<file path="config.mk">
export PLATFORM = sky130hd
export DESIGN_NAME = rip_packet_parser_flat
export DESIGN_NICKNAME = d
export VERILOG_FILES = /design/src/sv/rpp_pkg.sv /design/src/sv/rpp_if.sv /design/src/sv/rpp_header.sv /design/src/sv/rpp_entry.sv /design/src/sv/rip_packet_parser.sv /design/src/flat_wrapper.sv
export SDC_FILE = /design/constraint.sdc
export NUM_CORES = 1
export LEC_CHECK = 0
export BUFFER_PORTS_ARGS = -buffer_cell sky130_fd_sc_hd__buf_2
export CAP_MARGIN = 10
export CORE_MARGIN = 2
export CORE_UTILIZATION = 40
export CTS_CLUSTER_SIZE = 40
export DETAILED_ROUTE_END_ITERATION = 12
export GPL_TIMING_DRIVEN = 0
export PLACE_DENSITY = 0.67
export SYNTH_ARGS = -nofsm -noshare
export SYNTH_HDL_FRONTEND = slang
export SYNTH_HIERARCHICAL = 1
export SYNTH_SLANG_ARGS = --single-unit
</file>
<file path="constraint.sdc">
create_clock -name clock -period 5.9 [get_ports clock]
set_input_delay 1.18 -clock clock [delete_from_list [all_inputs] [get_ports clock]]
set_output_delay 1.18 -clock clock [all_outputs]
set_load 0.05 [all_outputs]
</file>
<file path="src/sv/rpp_pkg.sv">
// Package for the RIPv2 packet parser: constants, command codes, shared types
// and the mask check. No dependencies; every other file of the block uses it.
package rpp_pkg;

   localparam int unsigned DATA_W      = 8;
   localparam int unsigned COUNT_W     = 16;
   localparam int unsigned OFFSET_W    = 7;
   localparam int unsigned INDEX_W     = 5;
   localparam int unsigned WORD_W      = 32;
   localparam int unsigned METRIC_W    = 5;
   localparam int unsigned CMD_W       = 2;

   localparam logic [DATA_W-1:0]   IHL_MASK     = 8'h0f;
   localparam logic [OFFSET_W-1:0] UDP_HDR_LEN  = 7'd8;
   localparam logic [COUNT_W-1:0]  RIP_HDR_LEN  = 16'd4;
   localparam logic [COUNT_W-1:0]  MIN_RIP_POS  = 16'd8;
   localparam logic [COUNT_W-1:0]  COUNT_MAX    = 16'hffff;
   localparam logic [COUNT_W-1:0]  LEN_HI_POS   = 16'd2;
   localparam logic [COUNT_W-1:0]  LEN_LO_POS   = 16'd3;
   localparam logic [INDEX_W-1:0]  ENTRY_LAST   = 5'd19;
   localparam logic [DATA_W-1:0]   RIP_VERSION  = 8'd2;
   localparam logic [WORD_W-1:0]   METRIC_MIN   = 32'd1;
   localparam logic [WORD_W-1:0]   METRIC_MAX   = 32'd16;
   localparam logic [15:0]         FAMILY_UNSPEC = 16'd0;
   localparam logic [15:0]         FAMILY_INET   = 16'd2;

   typedef enum logic [CMD_W-1:0] {
      CMD_NONE     = 2'd0,
      CMD_REQUEST  = 2'd1,
      CMD_RESPONSE = 2'd2
   } command_type;

   // Word slots within a 20-byte route entry, selected by entry_index[4:2].
   typedef enum logic [2:0] {
      SLOT_FAMILY  = 3'd0,
      SLOT_ADDRESS = 3'd1,
      SLOT_MASK    = 3'd2,
      SLOT_HOP     = 3'd3,
      SLOT_METRIC  = 3'd4
   } slot_type;

   // Per-byte decode from the header tracker, valid in the cycle of acceptance.
   typedef struct packed {
      logic        overflow;
      logic        hdr_fail;
      logic        in_entry;
      logic        header_done;
      logic        length_match;
      command_type command;
   } pos_type;

   // A contiguous mask has ones from the top and zeros below them.
   function automatic logic mask_contiguous(input logic [WORD_W-1:0] m);
      logic [WORD_W-1:0] inv;
      inv = ~m;
      return (inv & (inv + 32'd1)) == '0;
   endfunction

endpackage

</file>
<file path="src/sv/rpp_if.sv">
// Handshake channels of the RIPv2 packet parser: packet bytes in, results out.
// Depends on rpp_pkg for field widths.
interface rpp_req_if;
   logic                         valid;
   logic                         ready;
   logic [rpp_pkg::DATA_W-1:0]   data_byte;
   logic                         last_byte;

   modport source (output valid, output data_byte, output last_byte, input ready);
   modport sink   (input valid, input data_byte, input last_byte, output ready);
endinterface

interface rpp_rsp_if;
   logic                          valid;
   logic                          ready;
   logic                          entry_ready;
   logic [rpp_pkg::WORD_W-1:0]    route_address;
   logic [rpp_pkg::WORD_W-1:0]    route_mask;
   logic [rpp_pkg::WORD_W-1:0]    route_next_hop;
   logic [rpp_pkg::METRIC_W-1:0]  route_metric;
   logic [rpp_pkg::CMD_W-1:0]     rip_command;
   logic                          packet_done;
   logic                          packet_ok;

   modport source (output valid, output entry_ready, output route_address,
                   output route_mask, output route_next_hop, output route_metric,
                   output rip_command, output packet_done, output packet_ok,
                   input ready);
   modport sink   (input valid, input entry_ready, input route_address,
                   input route_mask, input route_next_hop, input route_metric,
                   input rip_command, input packet_done, input packet_ok,
                   output ready);
endinterface

</file>
<file path="src/sv/rpp_header.sv">
// Header tracker: byte position, RIP header offset, IPv4 total length and
// RIP command; decodes where each byte falls. Depends on rpp_pkg.
module rpp_header (
   input  logic                        clock,
   input  logic                        reset,
   input  logic                        accept,
   input  logic [rpp_pkg::DATA_W-1:0]  data_byte,
   input  logic                        last_byte,
   output rpp_pkg::pos_type            pos
);

   logic [rpp_pkg::COUNT_W-1:0]  byte_count_ff, byte_count_in;
   logic [rpp_pkg::OFFSET_W-1:0] rip_offset_ff, rip_offset_in;
   logic [rpp_pkg::COUNT_W-1:0]  declared_length_ff, declared_length_in;
   logic [rpp_pkg::DATA_W-1:0]   command_ff, command_in;
   logic [rpp_pkg::COUNT_W-1:0]  off0, off1, off2, off3, off4;
   logic                         overflow, past_ip;

   assign overflow = (byte_count_ff == rpp_pkg::COUNT_MAX);
   assign past_ip  = (byte_count_ff >= rpp_pkg::MIN_RIP_POS);
   assign off0     = rpp_pkg::COUNT_W'(rip_offset_ff);
   assign off1     = off0 + 16'd1;
   assign off2     = off0 + 16'd2;
   assign off3     = off0 + 16'd3;
   assign off4     = off0 + rpp_pkg::RIP_HDR_LEN;

   always_comb begin
      byte_count_in      = byte_count_ff;
      rip_offset_in      = rip_offset_ff;
      declared_length_in = declared_length_ff;
      command_in         = command_ff;
      pos.overflow       = overflow;
      pos.hdr_fail       = 1'b0;
      pos.in_entry       = 1'b0;
      if (!overflow) begin
         byte_count_in = byte_count_ff + 16'd1;
         if (byte_count_ff == '0) begin
            rip_offset_in = rpp_pkg::OFFSET_W'({data_byte & rpp_pkg::IHL_MASK, 2'b00})
                            + rpp_pkg::UDP_HDR_LEN;
         end else if (byte_count_ff == rpp_pkg::LEN_HI_POS) begin
            declared_length_in = {data_byte, declared_length_ff[7:0]};
         end else if (byte_count_ff == rpp_pkg::LEN_LO_POS) begin
            declared_length_in = {declared_length_ff[15:8], data_byte};
         end
         if (past_ip) begin
            priority if (byte_count_ff == off0) begin
               command_in   = data_byte;
               pos.hdr_fail = (data_byte != 8'(rpp_pkg::CMD_REQUEST)) &&
                              (data_byte != 8'(rpp_pkg::CMD_RESPONSE));
            end else if (byte_count_ff == off1) begin
               pos.hdr_fail = (data_byte != rpp_pkg::RIP_VERSION);
            end else if (byte_count_ff == off2 || byte_count_ff == off3) begin
               pos.hdr_fail = (data_byte != '0);
            end else if (byte_count_ff >= off4) begin
               pos.in_entry = 1'b1;
            end else begin
               pos.in_entry = 1'b0;
            end
         end
      end
      pos.header_done  = byte_count_in >=
                         (rpp_pkg::COUNT_W'(rip_offset_in) + rpp_pkg::RIP_HDR_LEN);
      pos.length_match = (byte_count_in == declared_length_in);
      if (command_in == 8'(rpp_pkg::CMD_REQUEST)) begin
         pos.command = rpp_pkg::CMD_REQUEST;
      end else if (command_in == 8'(rpp_pkg::CMD_RESPONSE)) begin
         pos.command = rpp_pkg::CMD_RESPONSE;
      end else begin
         pos.command = rpp_pkg::CMD_NONE;
      end
   end

   always_ff @(posedge clock) begin
      if (reset || (accept && last_byte)) begin
         byte_count_ff      <= '0;
         rip_offset_ff      <= '0;
         declared_length_ff <= '0;
         command_ff         <= '0;
      end else if (accept) begin
         byte_count_ff      <= byte_count_in;
         rip_offset_ff      <= rip_offset_in;
         declared_length_ff <= declared_length_in;
         command_ff         <= command_in;
      end
   end

endmodule

</file>
<file path="src/sv/rpp_entry.sv">
// Route entry assembler: shifts entry bytes into five words and validates
// each entry on its twentieth byte. Depends on rpp_pkg.
module rpp_entry (
   input  logic                          clock,
   input  logic                          reset,
   input  logic                          accept,
   input  logic [rpp_pkg::DATA_W-1:0]    data_byte,
   input  logic                          last_byte,
   input  rpp_pkg::pos_type              pos,
   output logic                          entry_done,
   output logic                          entry_bad,
   output logic [rpp_pkg::WORD_W-1:0]    route_address,
   output logic [rpp_pkg::WORD_W-1:0]    route_mask,
   output logic [rpp_pkg::WORD_W-1:0]    route_next_hop,
   output logic [rpp_pkg::METRIC_W-1:0]  route_metric
);

   logic [rpp_pkg::INDEX_W-1:0] entry_index_ff, entry_index_in;
   logic [rpp_pkg::WORD_W-1:0]  family_and_tag_ff, family_and_tag_in;
   logic [rpp_pkg::WORD_W-1:0]  address_ff, address_in;
   logic [rpp_pkg::WORD_W-1:0]  mask_ff, mask_in;
   logic [rpp_pkg::WORD_W-1:0]  next_hop_ff, next_hop_in;
   logic [rpp_pkg::WORD_W-1:0]  metric_ff, metric_in;
   rpp_pkg::slot_type           slot;
   logic [15:0]                 family, tag;
   logic                        family_bad;

   assign slot = rpp_pkg::slot_type'(entry_index_ff[4:2]);

   always_comb begin
      family_and_tag_in = family_and_tag_ff;
      address_in        = address_ff;
      mask_in           = mask_ff;
      next_hop_in       = next_hop_ff;
      metric_in         = metric_ff;
      unique case (slot)
         rpp_pkg::SLOT_FAMILY:  family_and_tag_in = {family_and_tag_ff[23:0], data_byte};
         rpp_pkg::SLOT_ADDRESS: address_in        = {address_ff[23:0], data_byte};
         rpp_pkg::SLOT_MASK:    mask_in           = {mask_ff[23:0], data_byte};
         rpp_pkg::SLOT_HOP:     next_hop_in       = {next_hop_ff[23:0], data_byte};
         default:               metric_in         = {metric_ff[23:0], data_byte};
      endcase
   end

   // Family and mask are complete long before the entry's final byte; the
   // metric check must see the byte arriving now.
   assign family     = family_and_tag_ff[31:16];
   assign tag        = family_and_tag_ff[15:0];
   assign family_bad = (pos.command == rpp_pkg::CMD_REQUEST &&
                        family != rpp_pkg::FAMILY_UNSPEC) ||
                       (pos.command == rpp_pkg::CMD_RESPONSE &&
                        family != rpp_pkg::FAMILY_INET);
   assign entry_done = pos.in_entry && (entry_index_ff >= rpp_pkg::ENTRY_LAST);
   assign entry_bad  = family_bad || (tag != '0) ||
                       (metric_in < rpp_pkg::METRIC_MIN) ||
                       (metric_in > rpp_pkg::METRIC_MAX) ||
                       !rpp_pkg::mask_contiguous(mask_ff);
   assign entry_index_in = entry_done ? '0 : entry_index_ff + 5'd1;

   assign route_address  = address_ff;
   assign route_mask     = mask_ff;
   assign route_next_hop = next_hop_ff;
   assign route_metric   = metric_in[rpp_pkg::METRIC_W-1:0];

   always_ff @(posedge clock) begin
      if (reset || (accept && last_byte)) begin
         entry_index_ff <= '0;
      end else if (accept && pos.in_entry) begin
         entry_index_ff <= entry_index_in;
      end
   end

   always_ff @(posedge clock) begin
      if (accept && pos.in_entry) begin
         family_and_tag_ff <= family_and_tag_in;
         address_ff        <= address_in;
         mask_ff           <= mask_in;
         next_hop_ff       <= next_hop_in;
         metric_ff         <= metric_in;
      end
   end

endmodule

</file>
<file path="src/sv/rip_packet_parser.sv">
// RIPv2 packet parser top level: header tracker, entry assembler, failure flag
// and result register. Depends on rpp_pkg, rpp_if, rpp_header and rpp_entry.
//
// Packet bytes enter on req_chan, starting at the IPv4 header, with last_byte
// on the final byte. Every byte is processed in the cycle it is accepted and
// its result, if any, goes into the result register on acceptance; a byte
// causes a result when it completes a route entry that passes all checks in a
// packet not yet failed, or when it is the last byte. The block takes one byte
// per clock; the only pause comes from the result register, which holds the
// input off while a result waits and rsp_chan.ready is low. After the last byte
// the byte count, header fields, entry index and failure flag are reset.
module rip_packet_parser (
   input  logic       clock,
   input  logic       reset,
   rpp_req_if.sink    req_chan,
   rpp_rsp_if.source  rsp_chan
);

   rpp_pkg::pos_type              pos;
   logic                          accept;
   logic                          entry_done, entry_bad;
   logic [rpp_pkg::WORD_W-1:0]    ent_address, ent_mask, ent_next_hop;
   logic [rpp_pkg::METRIC_W-1:0]  ent_metric;
   logic                          failed_ff, failed_in;
   logic                          fail_now, emit_entry, emit;

   logic                          rsp_valid_ff;
   logic                          entry_ready_ff;
   logic [rpp_pkg::WORD_W-1:0]    address_ff, mask_ff, next_hop_ff;
   logic [rpp_pkg::METRIC_W-1:0]  metric_ff;
   logic [rpp_pkg::CMD_W-1:0]     command_ff;
   logic                          done_ff, ok_ff;

   assign req_chan.ready = !rsp_valid_ff || rsp_chan.ready;
   assign accept         = req_chan.valid && req_chan.ready;

   rpp_header u_header (
      .clock     (clock),
      .reset     (reset),
      .accept    (accept),
      .data_byte (req_chan.data_byte),
      .last_byte (req_chan.last_byte),
      .pos       (pos)
   );

   rpp_entry u_entry (
      .clock          (clock),
      .reset          (reset),
      .accept         (accept),
      .data_byte      (req_chan.data_byte),
      .last_byte      (req_chan.last_byte),
      .pos            (pos),
      .entry_done     (entry_done),
      .entry_bad      (entry_bad),
      .route_address  (ent_address),
      .route_mask     (ent_mask),
      .route_next_hop (ent_next_hop),
      .route_metric   (ent_metric)
   );

   assign fail_now   = pos.overflow || pos.hdr_fail || (entry_done && entry_bad);
   assign emit_entry = entry_done && !entry_bad && !failed_ff;
   assign emit       = emit_entry || req_chan.last_byte;
   assign failed_in  = failed_ff || fail_now;

   always_ff @(posedge clock) begin
      if (reset || (accept && req_chan.last_byte)) begin
         failed_ff <= 1'b0;
      end else if (accept) begin
         failed_ff <= failed_in;
      end
   end

   always_ff @(posedge clock) begin
      if (reset) begin
         rsp_valid_ff <= 1'b0;
      end else if (accept) begin
         rsp_valid_ff <= emit;
      end else if (rsp_chan.ready) begin
         rsp_valid_ff <= 1'b0;
      end
   end

   always_ff @(posedge clock) begin
      if (accept && emit) begin
         entry_ready_ff <= emit_entry;
         address_ff     <= emit_entry ? ent_address  : '0;
         mask_ff        <= emit_entry ? ent_mask     : '0;
         next_hop_ff    <= emit_entry ? ent_next_hop : '0;
         metric_ff      <= emit_entry ? ent_metric   : '0;
         command_ff     <= pos.command;
         done_ff        <= req_chan.last_byte;
         ok_ff          <= req_chan.last_byte && !failed_in &&
                           pos.header_done && pos.length_match;
      end
   end

   assign rsp_chan.valid          = rsp_valid_ff;
   assign rsp_chan.entry_ready    = entry_ready_ff;
   assign rsp_chan.route_address  = address_ff;
   assign rsp_chan.route_mask     = mask_ff;
   assign rsp_chan.route_next_hop = next_hop_ff;
   assign rsp_chan.route_metric   = metric_ff;
   assign rsp_chan.rip_command    = command_ff;
   assign rsp_chan.packet_done    = done_ff;
   assign rsp_chan.packet_ok      = ok_ff;

   // A validated entry always carries a metric in range and a known command.
   a_entry_metric: assert property (@(posedge clock) disable iff (reset)
      rsp_valid_ff && entry_ready_ff |-> metric_ff != '0 && metric_ff <= 5'd16)
      else $error("entry emitted with metric out of range");

   a_entry_command: assert property (@(posedge clock) disable iff (reset)
      rsp_valid_ff && entry_ready_ff |-> command_ff != rpp_pkg::CMD_NONE)
      else $error("entry emitted without a valid command");

   a_ok_needs_done: assert property (@(posedge clock) disable iff (reset)
      rsp_valid_ff && ok_ff |-> done_ff)
      else $error("packet_ok without packet_done");

   a_fail_cleared: assert property (@(posedge clock) disable iff (reset)
      accept && req_chan.last_byte |=> !failed_ff)
      else $error("failure flag survived the end of a packet");

   a_result_follows: assert property (@(posedge clock) disable iff (reset)
      accept && req_chan.last_byte |=> rsp_valid_ff && done_ff)
      else $error("last byte produced no packet_done result");

endmodule

</file>
<file path="src/flat_wrapper.sv">
// flat-port wrapper written by rule: the top's interface ports become plain ports
module rip_packet_parser_flat 
  (clock, reset, req_chan_valid, req_chan_data_byte, req_chan_last_byte, req_chan_ready, rsp_chan_valid, rsp_chan_entry_ready, rsp_chan_route_address, rsp_chan_route_mask, rsp_chan_route_next_hop, rsp_chan_route_metric, rsp_chan_rip_command, rsp_chan_packet_done, rsp_chan_packet_ok, rsp_chan_ready);
  rpp_req_if req_chan_i ();
  rpp_rsp_if rsp_chan_i ();
  input  logic clock;
  input  logic reset;
  input wire logic [$bits(req_chan_i.valid)-1:0] req_chan_valid;
  input wire logic [$bits(req_chan_i.data_byte)-1:0] req_chan_data_byte;
  input wire logic [$bits(req_chan_i.last_byte)-1:0] req_chan_last_byte;
  output wire logic [$bits(req_chan_i.ready)-1:0] req_chan_ready;
  output wire logic [$bits(rsp_chan_i.valid)-1:0] rsp_chan_valid;
  output wire logic [$bits(rsp_chan_i.entry_ready)-1:0] rsp_chan_entry_ready;
  output wire logic [$bits(rsp_chan_i.route_address)-1:0] rsp_chan_route_address;
  output wire logic [$bits(rsp_chan_i.route_mask)-1:0] rsp_chan_route_mask;
  output wire logic [$bits(rsp_chan_i.route_next_hop)-1:0] rsp_chan_route_next_hop;
  output wire logic [$bits(rsp_chan_i.route_metric)-1:0] rsp_chan_route_metric;
  output wire logic [$bits(rsp_chan_i.rip_command)-1:0] rsp_chan_rip_command;
  output wire logic [$bits(rsp_chan_i.packet_done)-1:0] rsp_chan_packet_done;
  output wire logic [$bits(rsp_chan_i.packet_ok)-1:0] rsp_chan_packet_ok;
  input wire logic [$bits(rsp_chan_i.ready)-1:0] rsp_chan_ready;
  assign req_chan_i.valid = req_chan_valid;
  assign req_chan_i.data_byte = req_chan_data_byte;
  assign req_chan_i.last_byte = req_chan_last_byte;
  assign req_chan_ready = req_chan_i.ready;
  assign rsp_chan_valid = rsp_chan_i.valid;
  assign rsp_chan_entry_ready = rsp_chan_i.entry_ready;
  assign rsp_chan_route_address = rsp_chan_i.route_address;
  assign rsp_chan_route_mask = rsp_chan_i.route_mask;
  assign rsp_chan_route_next_hop = rsp_chan_i.route_next_hop;
  assign rsp_chan_route_metric = rsp_chan_i.route_metric;
  assign rsp_chan_rip_command = rsp_chan_i.rip_command;
  assign rsp_chan_packet_done = rsp_chan_i.packet_done;
  assign rsp_chan_packet_ok = rsp_chan_i.packet_ok;
  assign rsp_chan_i.ready = rsp_chan_ready;
  rip_packet_parser u_core (.clock(clock), .reset(reset), .req_chan(req_chan_i), .rsp_chan(rsp_chan_i));
endmodule
</file>
==> reports/qor.csv, run 1 <==
stage,metric,value,unit
status,status,"complete, no violations",
detailed_routing,drtPass1Iterations,5,
clocking,cts_setup_buffers,0,
clocking,numCtsBuffers,31,
power,vdd_drop_max,0.207,mV
power,power.internal,3.60,mW
sta,slew_viol_final,0,
cells_and_area,fin_nets,1271,
placed_design,placedCellCount,1653,
logic_synthesis,yosysWarnings,6,
worst_hold_path,min_path_type,flip-flop to flip-flop,
logic_synthesis,async_reset_ff_share,0,%
cells_and_area,fin_cells,1713,
power,power_frac_comb,7.2,%
grt,gr-total-overflow,0,
sta,final-hold-violation-count,0,
clocking,cts_tree,yes,
setup_path,critPathArrivalTime,5760,ps
logic_synthesis,netlist_instances,1068,
sta,rsz0062_at_grt,false,
sta,setup_violations,0,
sta,worst_slew_pin_slew,976,ps
cells_and_area,final_common_cell,edfxtp_1,
placed_design,io_buffers,120,
logic_synthesis,synth_area_leader_cell,edfxtp_1,
die,die_x,192,µm
setup_path,cp_slowest_cell,or4_1,
die,pin_count,121,
cells_and_area,layout_common_cells,"266 x edfxtp_1, 127 x buf_2, 105 x and2_1",
detailed_routing,vias_per_cell,5.25,
detailed_routing,drtIter0Drc,829,
die,rows,68,
setup_path,required,6110,ps
power,p_leak,5.57,nW
sta,min_period,5540,ps
die,die_height,192,µm
setup_path,cp_max_fo,57,
die,core_area,34600,µm²
detailed_routing,vias,8996,
logic_synthesis,seq_area_frac_synth,64.4,%
logic_synthesis,yosys-top-cells-area,"edfxtp_1 57%, dfxtp_1 7.7%, and2_1 4.7%",
die,initial_utilization,40.7,%
setup_path,crit_chain,"clkbuf_1, nor4_1, nand2_1, nor4_1, nor2_1, nand4_1, mux2i_1, o221ai_1, or4_1, nor3b_4, buf_2, o21a_4, buf_16",
grt,grt_pass1_wl,48000,µm
logic_synthesis,ys_ff_latch,320,
cells_and_area,syn2layout_area_growth,16.8,%
grt,first_global_vias,8686,
sta,hold_ws,436,ps
logic_synthesis,yosysUniqueCellTypes,70,
logic_synthesis,synth_top_area_share,56.7,%
detailed_routing,ant_nets,0,
clocking,cts_hold_buf,0,
detailed_routing,wl_per_cell,17.9,µm
clocking,clk_latency,540,ps
grt,grt_start_max_net_pins,58,
clocking,root_buffer,clkbuf_16,
logic_synthesis,syn_avg_cell_area,13.2,µm²
power,switching_power,1.08,mW
setup_path,path_class,flip-flop to flip-flop,
placed_design,dp_hpwl,22100,µm
grt,grt_util_all_layers,16.7,%
setup_path,cp_slowest_stage_delay,710,ps
detailed_routing,post-route-drc-count,0,
setup_path,cp-start-kind,flip-flop,
cells_and_area,drive_above_1_share,20.8,%
job,max-cap-violations,0,
clocking,clk_pin_slew,70,ps
logic_synthesis,syn_area,14100,µm²
setup_path,critPathCaptureType,flip-flop,
grt,antenna_found_initial,1,
power,seq_power_share,53.1,%
power,swShare,23.0,%
placed_design,gp_congestion,0.896,
detailed_routing,drt-total-wl,30700,µm
sta,timing.fmax,180,MHz
sta,fin_skew,12.3,ps
die,dieArea,36700,µm²
setup_path,cp_common_cell,nor4_1,
clocking,clk_path_buf_depth,3,
clocking,h-tree-depth,1,
sta,slew_headroom,34.6,%
logic_synthesis,synth_nets,1106,
clocking,cts.sinks,320,
logic_synthesis,ys.flop_type,edfxtp_1,
logic_synthesis,synth-edff-count,266,
power,p_clk_share,39.7,%
sta,fin_crit_sh,94.0,%
power,powerDensity,284,nW/µm²
-- path summary, 6_finish.rpt --
kind | start | end | slack, ps | cells past startpoint
setup / recovery | u_core/u_header/byte_count_ff[8] | u_core/rsp_chan.route_metric[0] | 360 | 13
hold / removal | u_core/u_entry/route_address[7] | u_core/u_entry/route_address[15] | 440 | 0
setup reg to reg | u_core/u_header/byte_count_ff[8] | u_core/rsp_chan.route_metric[0] | 360 | 13
hold reg to reg | u_core/u_entry/route_address[7] | u_core/u_entry/route_address[15] | 440 | 0
-- cell families (layout without fill, tap and decap cells) --
logic type | count (synthesis) | count (layout) | share of synthesized area, %
AND/OR/NAND/NOR | 406 | 406 | 16.1
XOR/XNOR | 49 | 49 | 3.14
adder cells (fa/ha/maj) | 26 | 26 | 2.29
flip-flops | 320 | 320 | 64.4
AO/OA/AOI/OAI | 122 | 123 | 5.91
other | 0 | 1 | 0
multiplexers | 74 | 74 | 5.59
buffers and inverters | 71 | 259 | 2.59
-- power by group through the flow --
stage                     combinational [mW]  clock (mW)  sequential (mW)
after global routing                   0.359        2.00             2.48
after global placement                 0.330           0             2.53
after CTS                              0.337        1.90             2.48
final                                  0.337        1.86             2.48
after floorplan                        0.120           0             2.65
after detailed placement               0.336           0             2.53
-- routing by layer --
layer  vias to the layer above  track usage, %  wire length (µm)
li1                       4307               -                 -
met1                      4382            22.7             13700
met2                       265            27.9             14700
met3                        42            2.69              1700
met4                         0            3.99               551
met5                         -               0                 0
-- registers in the layout, summed over array words and instances (netlist names), 2 cells and up --
name                                cells
u_core/rsp_chan.rip_command             2
u_core/rsp_chan.route_address          32
u_core/rsp_chan.route_mask             32
u_core/rsp_chan.route_metric            5
u_core/rsp_chan.route_next_hop         32
u_core/u_entry/entry_index_ff           5
u_core/u_entry/family_and_tag_ff       32
u_core/u_entry/metric_ff               32
u_core/u_entry/route_address           32
u_core/u_entry/route_mask              32
u_core/u_entry/route_next_hop          32
u_core/u_header/byte_count_ff          16
u_core/u_header/command_ff              8
u_core/u_header/declared_length_ff     16
u_core/u_header/rip_offset_ff           7
-- Yosys cell counts, types with 3 or more instances --
cell,n
a21o_1,8
o21bai_1,3
o211a_1,3
and3_1,5
nand2_1,57
nand3_1,28
nor3_1,21
and2_1,105
nand4b_1,5
clkbuf_1,30
a22oi_1,4
nor4_2,3
nor4b_1,4
o21ai_0,20
o31a_1,3
mux2_2,34
or2_2,6
and4_1,4
a31oi_1,6
dfxtp_1,54
nor2b_1,6
o22ai_1,3
or3_1,8
buf_2,7
buf_4,6
buf_1,3
xor2_1,18
nand4_1,17
ha_1,25
o2111ai_1,3
or4_1,7
nand2b_1,11
buf_6,9
a21oi_1,35
nor2_1,76
xnor2_1,30
nor4_1,26
inv_1,16
o31ai_1,3
mux2i_1,39
a211oi_1,9
a2111oi_0,3
o211ai_1,5
edfxtp_1,266
-- critical path, delay by kind of cell (launching register included) --
family	cells	cell delay (ps)
compound gates	2	680
buf+inv	3	790
flops	1	300
mux	1	590
simple gates	7	2780
-- layout make-up --
type | count | area (µm²)
Sequential cell | 320 | 9070
Inverter | 16 | 60.1
Timing Repair Buffer | 131 | 757
Tap cell | 455 | 569
Antenna cell | 1 | 2.50
Fill cell | 3031 | 18200
Buffer | 55 | 305
Clock buffer | 44 | 855
Multi-Input combinational cell | 678 | 4740
Clock inverter | 13 | 108
-- what timing repair did --
item,4_1_cts,5_1_grt
pin swaps,0,0
gates resized for setup,1,3
setup endpoints to repair,106,82
gates cloned,1,0
-- stage by stage --
stage	TNS (ps)	setup slack, ps	instance area [µm²]	utilization [%]	total power [mW]
final	0	355	16500	47.6	4.68
after global routing	0	27.4	16500	47.5	4.84
after CTS	0	116	16400	47.4	4.72
after detailed placement	-28030	-419	15400	44.6	2.87
after global placement	-235650	-1620	15300	44.1	2.86
after floorplan	0	160	14100	-	2.77
Note: power is estimated with default switching activity, not from simulation.
==> run 2, diff against run 1 <==
- CORE_MARGIN: 2 -> 8
==> run 2 against run 1 <==
Sequential power hardly changed. Critical path type unchanged. Clock skew grew 11 ps. Hold slack better by 2.3 ps. Largest cell class unchanged. First-iteration DRC count fell by 21%. Combinational power barely moved. Register-to-register slack improved by 20 ps. Maximum frequency rose by 0.42%. Via count is 0.38% lower. Largest power group unchanged. Highest routed layer unchanged.
==> reports/qor.csv, run 2 (synthesis gave the netlist of run 1 again) <==
stage,metric,value,unit,change
clocking,clk_path_buf_depth,3,,unchanged
setup_path,cp-start-kind,flip-flop,,unchanged
setup_path,cp_slowest_cell,or4_1,,unchanged
job,max-cap-violations,0,,unchanged
power,p_clk_share,40.4,%,was 39.7%
clocking,cts_hold_buf,0,,unchanged
clocking,root_buffer,clkbuf_16,,unchanged
placed_design,placed_cell_area,15400,µm²,about the same
setup_path,required,6110,ps,about the same
grt,grt_util_all_layers,14.8,%,was 16.7%
power,swShare,23.2,%,was 23.0%
placed_design,dp_hpwl,22700,µm,was 22100 µm
setup_path,cp_max_fo,58,,was 57
setup_path,r2r_setup_slack,380,ps,was 360 ps
setup_path,critPathCaptureType,flip-flop,,unchanged
detailed_routing,drt-total-wl,31700,µm,was 30700 µm
placed_design,io_buffers,120,,unchanged
detailed_routing,vias_per_cell,5.24,,was 5.25
sta,setup_violations,0,,unchanged
detailed_routing,drtPass1Iterations,7,,was 5
clocking,cts_tree,yes,,unchanged
die,pin_count,121,,unchanged
power,power_frac_comb,7.2,%,about the same
die,die_height,204,µm,was 192 µm
setup_path,worst-path-stages,13,,unchanged
cells_and_area,antenna_cells,0,,was 1
clocking,cts.sinks,320,,unchanged
detailed_routing,ant_nets,0,,unchanged
clocking,clk_latency,560,ps,was 540 ps
sta,rsz0062_at_grt,false,,unchanged
die,die_x,204,µm,was 192 µm
power,vdd_drop_max,0.256,mV,was 0.207 mV
sta,fin_skew,23.6,ps,was 12.3 ps
setup_path,endpoint,u_core/rsp_chan.route_metric[2],,was u_core/rsp_chan.route_metric[0]
die,dieArea,41500,µm²,was 36700 µm²
detailed_routing,drtIter0Drc,657,,was 829
clocking,clk_pin_slew,70,ps,about the same
setup_path,crit_start,u_core/u_header/byte_count_ff[1],,was u_core/u_header/byte_count_ff[8]
detailed_routing,wl_per_cell,18.5,µm,was 17.9 µm
sta,timing.fmax,181,MHz,was 180 MHz
setup_path,worst-path-buf-inv,3,,unchanged
die,initial_utilization,40.7,%,unchanged
cells_and_area,fin_nets,1270,,was 1271
detailed_routing,post-route-drc-count,0,,unchanged
grt,first_global_vias,8695,,was 8686
power,p_leak,5.59,nW,was 5.57 nW
power,power.internal,3.63,mW,was 3.60 mW
sta,fin_tns_setup,0,ps,unchanged
clocking,h-tree-depth,1,,unchanged
sta,worst_slew_pin_slew,912,ps,was 976 ps
cells_and_area,layout_common_cells,"266 x edfxtp_1, 127 x buf_2, 105 x and2_1",,unchanged
setup_path,crit_chain,"ha_1, buf_2, nand4_1, nor4_4, nor2_1, nand4_1, mux2i_1, o221ai_1, or4_1, nor3b_4, buf_2, o21a_4, buf_16",,"was clkbuf_1, nor4_1, nand2_1, nor4_1, nor2_1, nand4_1, mux2i_1, o221ai_1, or4_1, nor3b_4, buf_2, o21a_4, buf_16"
setup_path,critPathTopFamily,simple AND/OR/NAND/NOR gates,,unchanged
grt,grt_start_max_net_pins,59,,was 58
sta,slew_viol_final,0,,unchanged
detailed_routing,vias,8962,,was 8996
status,status,"complete, no violations",,unchanged
cells_and_area,drive_above_1_share,21.0,%,was 20.8%
cells_and_area,syn2layout_area_growth,17.0,%,was 16.8%
cells_and_area,finish.instance_area,16500,µm²,about the same
power,total_power,4.73,mW,was 4.68 mW
grt,gr-total-overflow,0,,unchanged
placed_design,gp_congestion,0.863,,was 0.896
die,rows,68,,unchanged
power,switching_power,1.09,mW,was 1.08 mW
setup_path,cp_slowest_stage_delay,700,ps,was 710 ps
cells_and_area,final_common_cell,edfxtp_1,,unchanged
worst_hold_path,min_path_type,flip-flop to flip-flop,,unchanged
grt,antenna_found_initial,0,,was 1
sta,final-hold-violation-count,0,,unchanged
setup_path,rr_endpoint,u_core/rsp_chan.route_metric[2],,was u_core/rsp_chan.route_metric[0]
power,seq_power_share,52.5,%,was 53.1%
setup_path,worstReg2RegStart,u_core/u_header/byte_count_ff[1],,was u_core/u_header/byte_count_ff[8]
setup_path,rr_worst_depth,13,,unchanged
sta,slew_headroom,38.8,%,was 34.6%
sta,fin_crit_sh,93.6,%,was 94.0%
worst_hold_path,min_path_cells,0,,unchanged
clocking,numCtsBuffers,30,,was 31
grt,grt_pass1_wl,49700,µm,was 48000 µm
sta,hold_ws,438,ps,was 436 ps
die,core_area,34600,µm²,unchanged
power,powerDensity,287,nW/µm²,was 284 nW/µm²
setup_path,path_class,flip-flop to flip-flop,,unchanged
cells_and_area,nFillCells,3017,,was 3031
setup_path,critPathArrivalTime,5740,ps,was 5760 ps
sta,min_period,5520,ps,was 5540 ps
run 2: cell types whose count changed in the layout (fill, tap and decap cells not counted), sizes merged:
cell / delta
clkinv: +9
clkinvlp: +1
clkbuf: -12
inv: -1
bufinv: +2
diode: -1
run 2: cell type report:
cell class,instances,area (µm²),area share (%)
multi-input combinational,678,4750,28.8
inverter,16,60.1,0.364
sequential,320,9070,55.0
tap,455,569,3.45
clock buffer,32,779,4.73
timing repair buffer,131,753,4.57
clock inverter,24,204,1.24
buffer,55,305,1.85
run 2: power by group through the flow:
stage	combinational, mW	sequential [mW]	clock, mW
after global routing	0.361	2.48	2.03
after CTS	0.340	2.48	1.95
final	0.339	2.48	1.91
after global placement	0.332	2.53	0
after detailed placement	0.338	2.53	0
after floorplan	0.120	2.65	0
run 2: per-stage QoR:
step	instances	util (%)	setup slack, ps
after floorplan	1068	-	160
after global placement	1643	44.1	-1710
after detailed placement	1653	44.6	-342
after CTS	1710	47.5	212
after global routing	1711	47.6	20.6
final	1711	47.6	379
run 2: worst min path at each step:
stage / start / endpoint / slack (ps)
6_report: u_core/u_entry/route_address[2] / u_core/u_entry/route_address[10] / 440
3_5_place_dp: u_core/u_entry/route_next_hop[22] / u_core/u_entry/route_next_hop[30] / 420
3_3_place_gp: u_core/u_entry/route_address[6] / u_core/u_entry/route_address[14] / 420
2_1_floorplan: u_core/u_entry/route_address[2] / u_core/u_entry/route_address[10] / 420
5_1_grt: u_core/u_entry/route_address[4] / u_core/u_entry/route_address[12] / 450
4_1_cts: u_core/u_entry/route_next_hop[23] / u_core/u_entry/route_next_hop[31] / 440
run 2: per-layer routing:
layer	track usage [%]	part of all wire, %
met5	0	0
met3	2.14	6.0
met2	24.8	48
met4	4.27	2.4
met1	19.8	44
run 2: repair_timing:
item,CTS,global route
cloned,1,0
resized for setup,1,4
setup endpoints to repair,106,82
buffers inserted,0,0
==> run 3, diff against run 2 <==
- PLACE_DENSITY: 0.67 -> 0.7
==> run 3 against run 2 <==
Final cell count about the same. Maximum frequency hardly changed. Global-route usage down 0.12 points. Critical endpoint unchanged. Largest power group unchanged.
==> reports/qor.csv, run 3 (synthesis gave the netlist of run 1 again) <==
stage,metric,value,unit,change
status,status,"complete, no violations",,unchanged
sta,final-hold-violation-count,0,,unchanged
grt,grt_util_all_layers,14.7,%,was 14.8%
sta,worst_slew_pin_slew,952,ps,was 912 ps
placed_design,io_buffers,120,,unchanged
detailed_routing,post-route-drc-count,0,,unchanged
cells_and_area,fin_nets,1271,,was 1270
cells_and_area,finish.instance_area,16500,µm²,about the same
placed_design,gp_congestion,0.885,,was 0.863
sta,rsz0062_at_grt,false,,unchanged
die,die_x,204,µm,unchanged
cells_and_area,layout_common_cells,"266 x edfxtp_1, 127 x buf_2, 105 x and2_1",,unchanged
power,powerDensity,285,nW/µm²,was 287 nW/µm²
sta,slew_viol_final,0,,unchanged
cells_and_area,final_common_cell,edfxtp_1,,unchanged
detailed_routing,wl_per_cell,18.3,µm,was 18.5 µm
clocking,clk_latency,550,ps,was 560 ps
grt,gr-total-overflow,0,,unchanged
power,total_power,4.69,mW,was 4.73 mW
power,power.internal,3.61,mW,was 3.63 mW
detailed_routing,drtIter0Drc,699,,was 657
power,power_frac_comb,7.2,%,about the same
setup_path,r2r_setup_slack,380,ps,about the same
cells_and_area,drive_above_1_share,20.8,%,was 21.0%
sta,fin_crit_sh,93.6,%,about the same
job,max-cap-violations,0,,unchanged
detailed_routing,vias,9015,,was 8962
setup_path,cp-start-kind,flip-flop,,unchanged
cells_and_area,multi_input_area,4730,µm²,was 4750 µm²
sta,setup_ws,380,ps,was 379 ps
placed_design,placed_cell_area,15500,µm²,was 15400 µm²
die,pin_count,121,,unchanged
detailed_routing,vias_per_cell,5.27,,was 5.24
clocking,cts.sinks,320,,unchanged
die,dieArea,41500,µm²,unchanged
cells_and_area,regArea,9070,µm²,unchanged
placed_design,dp_hpwl,22600,µm,was 22700 µm
power,switching_power,1.08,mW,was 1.09 mW
setup_path,path_class,flip-flop to flip-flop,,unchanged
die,rows,68,,unchanged
clocking,numCtsBuffers,30,,unchanged
sta,fin_skew,8.91,ps,was 23.6 ps
power,vdd_drop_max,0.220,mV,was 0.256 mV
sta,min_period,5520,ps,about the same
cells_and_area,nFillCells,3063,,was 3017
worst_hold_path,min_path_type,flip-flop to flip-flop,,unchanged
clocking,root_buffer,clkbuf_16,,unchanged
grt,grt_start_max_net_pins,62,,was 59
power,p_clk_share,39.9,%,was 40.4%
cells_and_area,postLayoutCoreUtil,47.6,%,about the same
power,seq_power_share,52.9,%,was 52.5%
power,p_leak,5.58,nW,was 5.59 nW
sta,fin_tns_setup,0,ps,unchanged
sta,slew_headroom,36.0,%,was 38.8%
grt,first_global_vias,8795,,was 8695
sta,setup_violations,0,,unchanged
clocking,clk_path_buf_depth,3,,unchanged
cells_and_area,antenna_cells,0,,unchanged
setup_path,critPathCaptureType,flip-flop,,unchanged
die,core_area,34600,µm²,unchanged
cells_and_area,syn2layout_area_growth,16.9,%,was 17.0%
setup_path,required,6120,ps,was 6110 ps
die,die_height,204,µm,unchanged
detailed_routing,drtPass1Iterations,5,,was 7
clocking,clk_pin_slew,60,ps,was 70 ps
grt,antenna_found_initial,0,,unchanged
detailed_routing,ant_nets,0,,unchanged
sta,timing.fmax,181,MHz,about the same
clocking,h-tree-depth,1,,unchanged
setup_path,cp_max_fo,61,,was 58
setup_path,critPathArrivalTime,5740,ps,about the same
grt,grt_pass1_wl,49500,µm,was 49700 µm
detailed_routing,drt-total-wl,31400,µm,was 31700 µm
clocking,cts_tree,yes,,unchanged
placed_design,pre_cts_slack,-367,ps,was -342 ps
die,initial_utilization,40.7,%,unchanged
power,swShare,23.0,%,was 23.2%
[run 3: layout make-up]
type	count	area share (%)
timing repair buffer	132	4.66
buffer	55	1.85
sequential	320	55.1
clock inverter	16	0.881
clock buffer	40	4.98
multi-input combinational	678	28.7
inverter	16	0.365
tap	455	3.46
[run 3: power by group through the flow]
stage / Clock, mW / Combinational (mW) / Sequential [mW]
after CTS: 1.92 / 0.338 / 2.48
final: 1.87 / 0.339 / 2.48
after global placement: 0 / 0.331 / 2.53
after detailed placement: 0 / 0.337 / 2.53
after global routing: 2.00 / 0.361 / 2.48
after floorplan: 0 / 0.120 / 2.65
[run 3: per-stage QoR]
step	hold WS (ps)	std cells
6_report	439	1712
2_1_floorplan	417	1068
3_3_place_gp	418	1643
5_1_grt	448	1712
3_5_place_dp	424	1654
4_1_cts	440	1710
[run 3: worst paths after layout]
kind,end,startpoint,cells past startpoint
worst min-delay path,u_core/u_entry/route_address[22],u_core/u_entry/route_address[14],0
worst max-delay path,u_core/rsp_chan.route_metric[2],u_core/u_header/byte_count_ff[8],15
worst min register to register,u_core/u_entry/route_address[22],u_core/u_entry/route_address[14],0
worst max register to register,u_core/rsp_chan.route_metric[2],u_core/u_header/byte_count_ff[8],15
[run 3: worst max-delay path, stage by stage (launching register included)]
cell      delay (ps)
dfxtp_1          290
clkbuf_1         190
nor4_1           700
nand2_1          240
nor4_1           440
nor2_1           150
nand4_1          280
mux2i_2          460
a21oi_1           80
nand2_1           80
o221ai_1         110
or4_1            690
nor3b_4          350
buf_2            320
o21a_4           420
buf_16           310
[run 3: timing repair]
| item | CTS | global route |
|---|---|---|
| setup endpoints to repair | 106 | 61 |
| pin swaps | 0 | 0 |
| setup buffers | 0 | 0 |
| resized for setup | 2 | 1 |
| endpoints found under the hold margin | 0 | 0 |
| cloned | 0 | 1 |
| hold buffers | 0 | 0 |
[run 3: routing by layer]
layer	vias to the layer above	track usage [%]	share of wire, %
li1	4316	-	-
met1	4335	19.0	42
met2	317	24.8	48
met3	47	2.55	7.1
met4	0	4.71	2.7
met5	-	0	0
